[config.mk]
export PLATFORM = sky130hd
export DESIGN_NAME = unit_allocator_with_preemption_unit
export DESIGN_NICKNAME = d
export VERILOG_FILES = /design/src/uawp_pkg.sv /design/src/unit_allocator_with_preemption_unit.sv
export SDC_FILE = /design/constraint.sdc
export NUM_CORES = 2
export LEC_CHECK = 0
export BUFFER_PORTS_ARGS = -buffer_cell sky130_fd_sc_hd__clkbuf_2
export CORE_ASPECT_RATIO = 2
export CORE_UTILIZATION = 40
export CTS_CLUSTER_SIZE = 20
export DETAILED_ROUTE_END_ITERATION = 8
export SYNTH_ARGS = -nofsm -noshare
export SYNTH_HDL_FRONTEND = slang
export SYNTH_SLANG_ARGS = --single-unit
[constraint.sdc]
create_clock -name aclk -period 12.33 [get_ports aclk]
set_input_delay 0.6165 -clock aclk [delete_from_list [all_inputs] [get_ports aclk]]
set_output_delay 0.6165 -clock aclk [all_outputs]
set_load 0.02 [all_outputs]
[src/uawp_pkg.sv]
`timescale 1ns / 1ps
// ----------------------------------------------------------------------------
// uawp_pkg
// Operation codes and controller state encoding for the unit allocator.
// ----------------------------------------------------------------------------
package uawp_pkg;

    typedef enum logic [1:0] {
        FUNC_REQUEST  = 2'd0,
        FUNC_RELEASE  = 2'd1,
        FUNC_SET_WANT = 2'd2,
        FUNC_DEPOSIT  = 2'd3
    } func_t;

    typedef enum logic [1:0] {
        ST_IDLE = 2'b01,
        ST_EXEC = 2'b10
    } state_t;

    localparam int unsigned FIELD_REQ_W = 3;
    localparam int unsigned FIELD_TYPE_W = 3;
    localparam int unsigned FIELD_AMT_W = 8;
    localparam int unsigned CFG_W = 4;

endpackage

[src/unit_allocator_with_preemption_unit.sv]
`timescale 1ns / 1ps
// ----------------------------------------------------------------------------
// unit_allocator_with_preemption_unit
// Resource pool allocator with per-requester held and want counts and
// preemption of held units of every type in use on a denied request.
//
// Usage:
//   s_* channel carries one operation transaction (func, requester, rtype,
//   amount). m_* channel returns one result transaction per operation
//   (granted, preempted, stock_left, want_left, bad_item).
//   cfg_* channel writes types_in_use; write only while no operation is open.
//   Each operation first reads the requester's row of held and want counts
//   from the row memories as it is accepted in ST_IDLE, then in ST_EXEC
//   updates the row and the free pool and writes the row back. A new
//   operation is taken only when the last one has left ST_EXEC.
//   The result is registered; while the receiver stalls, the next operation
//   waits in the update cycle until the output register is free.
//   Reset (aresetn low, synchronous) empties the pool, marks every row as
//   all-zero through per-row valid bits and sets types_in_use to 8.
// ----------------------------------------------------------------------------
module unit_allocator_with_preemption_unit
    import uawp_pkg::*;
#(
    parameter int unsigned NUM_REQUESTERS = 8,
    parameter int unsigned NUM_TYPES = 8,
    parameter int unsigned COUNT_BITS = 8
) (
    input  logic                    aclk,
    input  logic                    aresetn,

    input  logic                    cfg_valid,
    output logic                    cfg_ready,
    input  logic [CFG_W-1:0]        cfg_types_in_use,

    input  logic                    s_valid,
    output logic                    s_ready,
    input  logic [1:0]              s_func,
    input  logic [FIELD_REQ_W-1:0]  s_requester,
    input  logic [FIELD_TYPE_W-1:0] s_rtype,
    input  logic [FIELD_AMT_W-1:0]  s_amount,

    output logic                    m_valid,
    input  logic                    m_ready,
    output logic                    m_granted,
    output logic                    m_preempted,
    output logic [7:0]              m_stock_left,
    output logic [7:0]              m_want_left,
    output logic                    m_bad_item
);

    localparam int unsigned ADDR_W = (NUM_REQUESTERS > 1) ? $clog2(NUM_REQUESTERS) : 1;
    localparam int unsigned TYPE_W = (NUM_TYPES > 1) ? $clog2(NUM_TYPES) : 1;
    localparam int unsigned ROW_W = NUM_TYPES * COUNT_BITS;
    localparam int unsigned WIDE_W = (COUNT_BITS > 8) ? COUNT_BITS : 8;
    localparam int unsigned NT_W = 5;
    localparam int unsigned RQ_CMP_W = 7;

    typedef logic [COUNT_BITS-1:0] count_t;

    localparam count_t CMAX = '1;

    function automatic count_t sat_add(input count_t a, input logic [WIDE_W-1:0] b);
        logic [WIDE_W:0] sum;
        sum = (WIDE_W + 1)'(a) + (WIDE_W + 1)'(b);
        return (sum > (WIDE_W + 1)'(CMAX)) ? CMAX : sum[COUNT_BITS-1:0];
    endfunction

    function automatic count_t sat_amt(input logic [FIELD_AMT_W-1:0] a);
        logic [WIDE_W-1:0] w;
        w = WIDE_W'(a);
        return (w > WIDE_W'(CMAX)) ? CMAX : w[COUNT_BITS-1:0];
    endfunction

    function automatic logic [7:0] to_out8(input count_t a);
        logic [WIDE_W-1:0] w;
        w = WIDE_W'(a);
        return w[7:0];
    endfunction

    // row memories, one row per requester
    logic [ROW_W-1:0] held_mem [NUM_REQUESTERS];
    logic [ROW_W-1:0] want_mem [NUM_REQUESTERS];
    logic [ROW_W-1:0] held_rd_reg;
    logic [ROW_W-1:0] want_rd_reg;

    logic [NUM_REQUESTERS-1:0] row_valid_reg;
    logic                      rd_valid_reg;

    count_t free_reg [NUM_TYPES];
    count_t free_next [NUM_TYPES];

    logic [CFG_W-1:0] types_in_use_reg;

    state_t state_reg, state_next;

    func_t                   func_reg;
    logic [FIELD_REQ_W-1:0]  req_reg;
    logic [FIELD_TYPE_W-1:0] ty_reg;
    logic [FIELD_AMT_W-1:0]  amt_reg;
    logic [ADDR_W-1:0]       row_addr_reg;

    logic       m_valid_reg, m_valid_next;
    logic       granted_reg, preempted_reg, bad_reg;
    logic [7:0] stock_reg, want_reg;

    logic                       s_fire;
    logic                       exec_done;
    logic                       s_rq_ok;
    logic [ADDR_W+FIELD_REQ_W-1:0] s_req_ext;
    logic [ADDR_W-1:0]          s_addr;

    logic [NT_W-1:0]            nt;
    logic                       ty_ok, rq_ok, bad;
    logic [TYPE_W+FIELD_TYPE_W-1:0] ty_ext;
    logic [TYPE_W-1:0]          ty_idx;
    logic [NUM_TYPES-1:0]       in_use;
    count_t                     held_row [NUM_TYPES];
    count_t                     want_row [NUM_TYPES];
    count_t                     held_nx [NUM_TYPES];
    count_t                     want_nx [NUM_TYPES];
    logic [ROW_W-1:0]           held_wr;
    logic [ROW_W-1:0]           want_wr;
    count_t                     free_ty;
    logic                       row_we;
    logic                       granted_c, preempted_c;
    logic [7:0]                 stock_c, want_c;

    assign cfg_ready = 1'b1;
    assign s_ready = (state_reg == ST_IDLE);
    assign s_fire = s_valid && s_ready;
    assign exec_done = (state_reg == ST_EXEC) && (!m_valid_reg || m_ready);

    assign s_rq_ok = RQ_CMP_W'(s_requester) < RQ_CMP_W'(NUM_REQUESTERS);
    assign s_req_ext = (ADDR_W + FIELD_REQ_W)'(s_requester);
    assign s_addr = s_rq_ok ? s_req_ext[ADDR_W-1:0] : '0;

    assign m_valid = m_valid_reg;
    assign m_granted = granted_reg;
    assign m_preempted = preempted_reg;
    assign m_stock_left = stock_reg;
    assign m_want_left = want_reg;
    assign m_bad_item = bad_reg;

    always_comb begin
        state_next = state_reg;
        case (state_reg)
            ST_IDLE: begin
                if (s_fire) begin
                    state_next = ST_EXEC;
                end
            end
            ST_EXEC: begin
                if (exec_done) begin
                    state_next = ST_IDLE;
                end
            end
            default: state_next = ST_IDLE;
        endcase
    end

    always_comb begin
        m_valid_next = m_valid_reg;
        if (exec_done) begin
            m_valid_next = 1'b1;
        end else if (m_ready) begin
            m_valid_next = 1'b0;
        end
    end

    // decode of the held operation
    always_comb begin
        nt = ({1'b0, types_in_use_reg} > NT_W'(NUM_TYPES)) ? NT_W'(NUM_TYPES)
                                                           : {1'b0, types_in_use_reg};
        ty_ok = NT_W'(ty_reg) < nt;
        rq_ok = RQ_CMP_W'(req_reg) < RQ_CMP_W'(NUM_REQUESTERS);
        case (func_reg)
            FUNC_DEPOSIT: bad = !ty_ok;
            FUNC_RELEASE: bad = !rq_ok;
            default:      bad = !ty_ok || !rq_ok;
        endcase
        ty_ext = (TYPE_W + FIELD_TYPE_W)'(ty_reg);
        ty_idx = ty_ok ? ty_ext[TYPE_W-1:0] : '0;
    end

    // row update
    always_comb begin
        for (int t = 0; t < NUM_TYPES; t++) begin
            held_row[t] = rd_valid_reg ? held_rd_reg[t*COUNT_BITS +: COUNT_BITS] : '0;
            want_row[t] = rd_valid_reg ? want_rd_reg[t*COUNT_BITS +: COUNT_BITS] : '0;
            in_use[t] = NT_W'(t) < nt;
            held_nx[t] = held_row[t];
            want_nx[t] = want_row[t];
            free_next[t] = free_reg[t];
        end
        free_ty = free_reg[ty_idx];
        granted_c = 1'b0;
        preempted_c = 1'b0;
        row_we = 1'b0;
        if (!bad) begin
            case (func_reg)
                FUNC_REQUEST: begin
                    row_we = 1'b1;
                    if (free_ty != '0) begin
                        free_next[ty_idx] = free_ty - count_t'(1);
                        if (want_row[ty_idx] != '0) begin
                            want_nx[ty_idx] = want_row[ty_idx] - count_t'(1);
                        end
                        held_nx[ty_idx] = sat_add(held_row[ty_idx], WIDE_W'(1));
                        granted_c = 1'b1;
                    end else begin
                        for (int t = 0; t < NUM_TYPES; t++) begin
                            if (in_use[t]) begin
                                free_next[t] = sat_add(free_reg[t], WIDE_W'(held_row[t]));
                                want_nx[t] = sat_add(want_row[t], WIDE_W'(held_row[t]));
                                held_nx[t] = '0;
                            end
                        end
                        preempted_c = 1'b1;
                    end
                end
                FUNC_RELEASE: begin
                    row_we = 1'b1;
                    for (int t = 0; t < NUM_TYPES; t++) begin
                        if (in_use[t]) begin
                            free_next[t] = sat_add(free_reg[t], WIDE_W'(held_row[t]));
                            held_nx[t] = '0;
                        end
                    end
                end
                FUNC_SET_WANT: begin
                    row_we = 1'b1;
                    want_nx[ty_idx] = sat_amt(amt_reg);
                    held_nx[ty_idx] = '0;
                end
                FUNC_DEPOSIT: begin
                    free_next[ty_idx] = sat_add(free_ty, WIDE_W'(amt_reg));
                end
                default: begin
                    row_we = 1'b0;
                end
            endcase
        end
        for (int t = 0; t < NUM_TYPES; t++) begin
            held_wr[t*COUNT_BITS +: COUNT_BITS] = held_nx[t];
            want_wr[t*COUNT_BITS +: COUNT_BITS] = want_nx[t];
        end
        stock_c = (!bad && ty_ok) ? to_out8(free_next[ty_idx]) : 8'd0;
        want_c = (!bad && ty_ok && rq_ok) ? to_out8(want_nx[ty_idx]) : 8'd0;
    end

    always_ff @(posedge aclk) begin
        if (s_fire) begin
            held_rd_reg <= held_mem[s_addr];
            want_rd_reg <= want_mem[s_addr];
        end
        if (exec_done && row_we) begin
            held_mem[row_addr_reg] <= held_wr;
            want_mem[row_addr_reg] <= want_wr;
        end
    end

    always_ff @(posedge aclk) begin
        if (s_fire) begin
            func_reg <= func_t'(s_func);
            req_reg <= s_requester;
            ty_reg <= s_rtype;
            amt_reg <= s_amount;
            row_addr_reg <= s_addr;
            rd_valid_reg <= row_valid_reg[s_addr];
        end
        if (exec_done) begin
            granted_reg <= granted_c;
            preempted_reg <= preempted_c;
            stock_reg <= stock_c;
            want_reg <= want_c;
            bad_reg <= bad;
        end
    end

    always_ff @(posedge aclk) begin
        if (!aresetn) begin
            state_reg <= ST_IDLE;
            m_valid_reg <= 1'b0;
            types_in_use_reg <= CFG_W'(8);
            row_valid_reg <= '0;
            for (int t = 0; t < NUM_TYPES; t++) begin
                free_reg[t] <= '0;
            end
        end else begin
            state_reg <= state_next;
            m_valid_reg <= m_valid_next;
            if (cfg_valid && cfg_ready) begin
                types_in_use_reg <= cfg_types_in_use;
            end
            if (exec_done) begin
                for (int t = 0; t < NUM_TYPES; t++) begin
                    free_reg[t] <= free_next[t];
                end
                if (row_we) begin
                    row_valid_reg[row_addr_reg] <= 1'b1;
                end
            end
        end
    end

endmodule

Yosys cells after proc, flatten, opt, wreduce, memory -nomap -nowiden. Memory sizes are Yosys's and may differ from the RTL's. A register that Yosys moved wholly into a read port is not among the register bits. Index checks and enable logic that the tools add are counted.

Bits in registers: 51. Bits in writable memories: 1088. Input port bits: 25. Output and inout bits: 22. Logic and storage cells: 227. Memories: 3.

Memory list: held_mem (words 8, bits a word 64, rd ports 1, clocked after memory_dff 1, write ports 1, line unit_allocator_with_preemption_unit.sv:81) `logic [ROW_W-1:0] held_mem [NUM_REQUESTERS];`; want_mem (words 8, bits a word 64, rd ports 1, clocked after memory_dff 1, write ports 1, line unit_allocator_with_preemption_unit.sv:82) `logic [ROW_W-1:0] want_mem [NUM_REQUESTERS];`; free_reg (words 8, bits a word 8, rd ports 9, clocked after memory_dff 0, write ports 8, line unit_allocator_with_preemption_unit.sv:89) `count_t free_reg [NUM_TYPES];`.

Add/sub/neg operators: 20. Order comparisons: 34. Eq/ne operators: 7. Multiplexer cells: 118. Bitwise logic cells: 13. Reductions and logical operators: 18.

Operator list (number): $mux 8 (76); $mux 64 (7); $pmux 64 s3 (2); $bwmux 64 (5); $gt 9x8->1 const B (18); $add 8x8->9 (17); $pmux 64 s2 (1); $bmux 8 s3 (4); $and 64x64->64 (1); $not 64->64 (1); $demux 8 s3 (1); $lt 3x4->1 const A (4); $reduce_bool 8->1 (2); $sub 8x1->8 const B (2); $mux 1 (15); $add 8x1->9 const B (1); $gt 8x8->1 const B (1); $lt 1x4->1 const A (2); $lt 2x4->1 const A (2); $lt 3x4->1 const B (2); $or 1x1->1 (8); $or 8x8->8 (1); $eq 2x2->1 const B (3); $logic_and 1x1->1 (6); other kinds (23) (28).

Logic depth before layout (Yosys ltp).
Depth in word-level cells: 17. Depth in mapped cells: 26. Depth with buffers taken out: 21.

Worst setup path before layout. No wires, ideal clock.

Kind: reg2reg. From: register types_in_use_reg[3]. To: memory held_mem[0][0] in the netlist's numbering (enable). Setup time: 0.773 ns. Arrival: 11.166 ns. Slack: 0.391 ns. Cell stages (with the launch flop): 13. Buffers on the path: 4. Cells stage by stage: dfxtp_1 buf_2 clkinv_1 clkbuf_1 nand2_1 ha_1 and2_1 a21o_1 buf_2 nand2_1 clkbuf_1 o2111ai_1 nor3_1.

Cells in the longest elaborated chain, start to end: 9.

Ends and longest elaborated chain: start, declared (line unit_allocator_with_preemption_unit.sv:92) `logic [CFG_W-1:0] types_in_use_reg;`; start signal, assigned (line unit_allocator_with_preemption_unit.sv:293) `types_in_use_reg <= cfg_types_in_use;`; $gt 4x4->1 (line unit_allocator_with_preemption_unit.sv:172) `nt = ({1'b0, types_in_use_reg} > NT_W'(NUM_TYPES)) ? NT_W'(NUM_TYPES)`; $mux 4 (*) (line unit_allocator_with_preemption_unit.sv:172); $lt 3x4->1 (*) (line unit_allocator_with_preemption_unit.sv:174) `ty_ok = NT_W'(ty_reg) < nt;`; $logic_not 1->1 (*) (line unit_allocator_with_preemption_unit.sv:177, unit_allocator_with_preemption_unit.sv:179); $mux 1 (*); $mux 1 (*) (line unit_allocator_with_preemption_unit.sv:199) `if (!bad) begin`; $logic_and 1x1->1 (*) (line unit_allocator_with_preemption_unit.sv:256) `if (exec_done && row_we) begin`; $mux 1 (*) (line unit_allocator_with_preemption_unit.sv:256); $mux 1 (implied by the code) (*) (line unit_allocator_with_preemption_unit.sv:257) `held_mem[row_addr_reg] <= held_wr;`; end, declared (line unit_allocator_with_preemption_unit.sv:81).

Mark *: on every way between the ends. The rest lies on a longest branch, timed or not.

Worst setup path after layout.
From: register types_in_use_reg[3]. To: register want_reg[3], in the netlist m_want_left[3] (data pin).

Cells in the longest elaborated chain, start to end: 17.

Ends and longest elaborated chain: $gt 4x4->1 (line unit_allocator_with_preemption_unit.sv:172); $mux 4 (*) (line unit_allocator_with_preemption_unit.sv:172); $lt 3x4->1 (line unit_allocator_with_preemption_unit.sv:174); $mux 3 (line unit_allocator_with_preemption_unit.sv:182) `ty_idx = ty_ok ? ty_ext[TYPE_W-1:0] : '0;`; $not 3->4 (implied by the code); $bmux 8 s3, or another cell as far along (line unit_allocator_with_preemption_unit.sv:205, unit_allocator_with_preemption_unit.sv:206); $mux 8 (implied by the code) / $logic_and 1x1->1 (equally long branches) (line unit_allocator_with_preemption_unit.sv:205, unit_allocator_with_preemption_unit.sv:206, unit_allocator_with_preemption_unit.sv:232); $mux 8 (on tied branches) (line unit_allocator_with_preemption_unit.sv:205, unit_allocator_with_preemption_unit.sv:206, unit_allocator_with_preemption_unit.sv:232); $sub 8x1->8 / $demux 8 s3 (equally long branches) (line unit_allocator_with_preemption_unit.sv:206, unit_allocator_with_preemption_unit.sv:232); $bwmux 64 (line unit_allocator_with_preemption_unit.sv:206) `want_nx[ty_idx] = want_row[ty_idx] - count_t'(1);`; $mux 64 (line unit_allocator_with_preemption_unit.sv:205) `if (want_row[ty_idx] != '0) begin`; $mux 64 (line unit_allocator_with_preemption_unit.sv:203) `if (free_ty != '0) begin`; $pmux 64 s2 (line unit_allocator_with_preemption_unit.sv:200) `case (func_reg)`; $mux 64 (line unit_allocator_with_preemption_unit.sv:199); $bmux 8 s3 (line unit_allocator_with_preemption_unit.sv:248) `want_c = (!bad && ty_ok && rq_ok) ? to_out8(want_nx[ty_idx]) : 8'd0;`; $mux 8 (implied by the code) (2 in a row) (line unit_allocator_with_preemption_unit.sv:248); end signal, assigned (line unit_allocator_with_preemption_unit.sv:275) `want_reg <= want_c;`; end, declared (line unit_allocator_with_preemption_unit.sv:104) `logic [7:0] stock_reg, want_reg;`.

Mark *: on every way between the ends. The rest lies on a longest branch, timed or not. The select of a mux whose other input is x is not followed. A chain may end at the register's enable or synchronous reset.

==> results by group <==
Clock network
  • CTS resizes: 0
  • CTS H-tree lvls: 3
  • Clock-pin slew on the worst setup and hold paths: 0.09 ns
  • CTS tree: built
  • Clk buf depth: 3
  • Clock latency on the worst-skew pair: 0.77 ns
  • Sink Count: 1267
  • Total CTS buffers: 109
  • Setup Fix Bufs, Post-CTS: 0
  • Root Driver: clkbuf_16
  • Hold_buf cts: 0

Synth
  • Ys Warns: 0
  • Post-synthesis cell area: 62900 sq um
  • Leading area contributor after synthesis: edfxtp_1
  • Post-synth EDFFs: between 1000 and 1500
  • FFs w/ async S/R, synth: 0%
  • Synthesized Nets: about 4700
  • Sequential fraction of the synthesis area: 60.2%
  • Number of library cell types mapped by synthesis: 106
  • Top post-synthesis cells by area: edfxtp_1 60%, mux4_2 9.3%, ha_1 2.9%
  • Avg Cell Area, Syn: around 14 sq um
  • Area share of the largest cell type after synthesis: 59.7%
  • Syn Inst Count: 4542
  • Dominant synthesized flop cell: edfxtp_1
  • Synth Register Bits: around 1300

Critical path
  • Crit path DAT: around 8 ns
  • Worst R2R Path Depth: 17
  • CP peak stage delay: 0.82 ns
  • Worst path cell trace: clkinv_1 -> nand2_1 -> ha_1 -> or2_1 -> a211oi_4 -> buf_4 -> nand3_4 -> o221ai_1 -> ha_1 -> nand3_2 -> o31ai_4 -> buf_4 -> nor3_1 -> o21ai_0 -> nor4b_1 -> a311o_1 -> a31oi_1
  • Worst setup path class: reg2reg
  • Buf/Inv on CP: 3
  • Critical Path Stages: 17
  • Family with the most delay on the worst path: compound AO/OA/AOI/OAI gates
  • Critical Path RT: 12.82 ns
  • CP Capture Type: flop
  • Worst-path fanout max: 33
  • Crit path launch type: flop
  • Critical path's slowest cell: o31ai_4

Floorplanning
  • FP Rows: 205
  • Core area: ~160000 sq um
  • Initial core utilization: 40.4%
  • Die Span Y: approximately 560 um
  • Die ar.: 159000 sq um
  • Die X: 282 um
  • I/O pin total: 47

Drt
  • Vias post-DR: about 45000
  • Post-DR wirelength/cell: 41.5 um
  • Initial DRC count: roughly 5500
  • Vias/cell: around 6.7
  • DRT Wirelength: between 200 and 300 mm
  • Antenna viol nets, final: 0
  • DRC: 0
  • Drt pass-1 iters: 8

STA
  • RSZ-0062 raised after global routing: false
  • Upper clock frequency limit: 130 MHz
  • Final hold vios: 0
  • Hold WS: 0.0387 ns
  • Tmin final: 7.68 ns
  • Tightest Pin Transition: 1.55 ns
  • Setup ws final: 4.65 ns
  • Worst rel slew slack: -3.83%
  • Setup TNS: 0 ns
  • Final setup fails: 0
  • Final Cycle Share: between 60% and 70%
  • Slew Viols, Final: 14
  • Fin Clk Skew: 0.0544 ns

Layout
  • Share of layout cells above drive strength 1: 19.5%
  • Fin cells: 6770
  • Layout fillers: 14100
  • Area Growth Syn to Fin: 11.3%
  • Final Cell Area: 70100 sq um
  • Final nets: 4774
  • Top flop regs: held_mem (512), want_mem (512)

Global routing
  • Global Route Usage Sum: 35.7%
  • Largest net degree at the start of global routing: 108
  • Total gr overflow: 0
  • Vias in the first global route: ~45000
  • Antenna violations before repair: 36
  • First-pass GRT wire length: 381 mm

Place
  • PortBufs: 45
  • DP HPWL: 193 mm
  • Worst slack at placement: 5.02 ns
  • GPL Wtd Cong: 1.09
  • Area after DPL: about 66000 sq um
  • # placed instances: between 6000 and 7000

Pwr
  • Clock group share of total power: 34.6%
  • Sw Share: ~30%
  • Internal power: 0.00720 W
  • Pwr Density: 147 nW/um^2
  • Flop pwr share: 47.9%
  • Comb pwr share: 17.5%
  • Net Sw Power: about 0.0031 W
  • Leakage: ~24 nW
  • VDD IR-drop max: 0.147 mV

Job
  • Max-Cap Viols: 4

Min path
  • HP Class: in2reg
  • Hold path depth: 1

Outcome
  • Status: finished, violations left
  • Violated checks: capacitance limit, slew limit
-- final timing paths --
check / from / endpoint / slack (ns)
worst max-delay path: types_in_use_reg[3]$_SDFFE_PN1P_ / m_want_left[3]$_SDFFCE_PN0P_ / 4.65
worst min-delay path: s_amount[6] / amt_reg[6]$_DFFE_PP_ / 0.04
worst max register to register: types_in_use_reg[3]$_SDFFE_PN1P_ / m_want_left[3]$_SDFFCE_PN0P_ / 4.65
worst min register to register: row_valid_reg[1]$_SDFFE_PN0P_ / row_valid_reg[1]$_SDFFE_PN0P_ / 0.47
-- Yosys cell counts, drive strengths merged (47+ instances only) --
library cell  instances
edfxtp             1252
mux2                160
ha                  144
nand2               306
mux4                259
nor3                 64
o221ai               70
a211oi               49
buf                  91
nor2                308
clkbuf              191
a21oi               262
o211ai               49
a31oi                47
o21ai               227
nand3                50
a22oi                51
xnor2                56
inv                 154
o22ai               153
-- metal layers --
metal,up-vias,wire (um),GRT usage [%]
li1,18200,-,-
met1,23200,91500,37.8
met2,2640,133000,56.9
met3,1150,22500,9.55
met4,32,33200,34.4
met5,-,224,0.216
-- power by group through the flow --
stage	logic (W)	registers, W	clock network (W)
after floorplan	0.000921	0.00497	0
after global placement	0.00167	0.00501	0
after detailed placement	0.00168	0.00501	0
after CTS	0.00168	0.00491	0.00359
after global routing	0.00183	0.00492	0.00373
final	0.00180	0.00492	0.00355
-- per-stage QoR --
step                total power (W)  util (%)
global placement            0.00668      42.5
finish                       0.0103      44.9
floorplan                   0.00589         -
CTS                          0.0102      44.8
detailed placement          0.00668      42.5
global route                 0.0105      44.9
-- layout make-up --
cell class              count  area [sq um]  area share, %
well taps                2070          2590           3.70
clock inverters            70           753           1.08
flip-flops and latches   1267         37900           54.1
inverters                 156           586          0.836
clock buffers             133          2860           4.08
diodes                     20          50.0         0.0714
multi-input cells        2837         23600           33.7
repair buffers            217          1740           2.49
-- worst register-to-register path, stage by stage (launching register included) --
cell      delay, ns
dfxtp_2        0.34
clkinv_1       0.64
nand2_1        0.27
ha_1           0.31
or2_1          0.32
a211oi_4       0.21
buf_4          0.56
nand3_4        0.47
o221ai_1       0.52
ha_1           0.32
nand3_2        0.37
o31ai_4        0.82
buf_4          0.46
nor3_1         0.18
o21ai_0        0.72
nor4b_1        0.36
a311o_1        0.37
a31oi_1        0.16
-- cells in the final DEF, fill, tap and decap left out, types with 17 or more instances in the layout --
master | synthesis | routed
xnor2_1 | 56 | 55
nor2_1 | 308 | 293
clkinv_2 | 0 | 21
nor2b_1 | 22 | 21
buf_4 | 5 | 154
a221oi_1 | 17 | 17
o31ai_1 | 18 | 18
edfxtp_1 | 1252 | 1252
ha_1 | 144 | 144
mux2_2 | 160 | 160
mux4_2 | 259 | 259
o211ai_1 | 47 | 47
o221ai_1 | 70 | 70
a21o_1 | 44 | 44
and2_1 | 40 | 39
o2111ai_1 | 24 | 23
xor2_1 | 36 | 36
inv_1 | 152 | 152
fa_1 | 17 | 17
o21ai_0 | 216 | 209
o22ai_1 | 153 | 151
a21oi_1 | 260 | 250
clkbuf_1 | 187 | 20
nand2b_1 | 28 | 25
a211oi_1 | 47 | 45
clkbuf_16 | 0 | 109
nand3_1 | 48 | 48
mux2i_1 | 24 | 24
nor3_1 | 63 | 59
nand2_1 | 305 | 305
clkbuf_2 | 4 | 42
diode_2 | 0 | 20
o21a_1 | 37 | 37
a22oi_1 | 51 | 51
a31oi_1 | 47 | 45
-- cells by family after synthesis --
group,after synthesis,share of synthesized area (%)
compound gates,1237,13.3
xor+xnor,92,1.28
mux,443,12.5
simple gates,903,6.47
buf+inv,438,2.80
fa+ha+maj,161,3.40
flops,1267,60.2
other cells,1,0.00596
(Power assumes the default switching activity.)
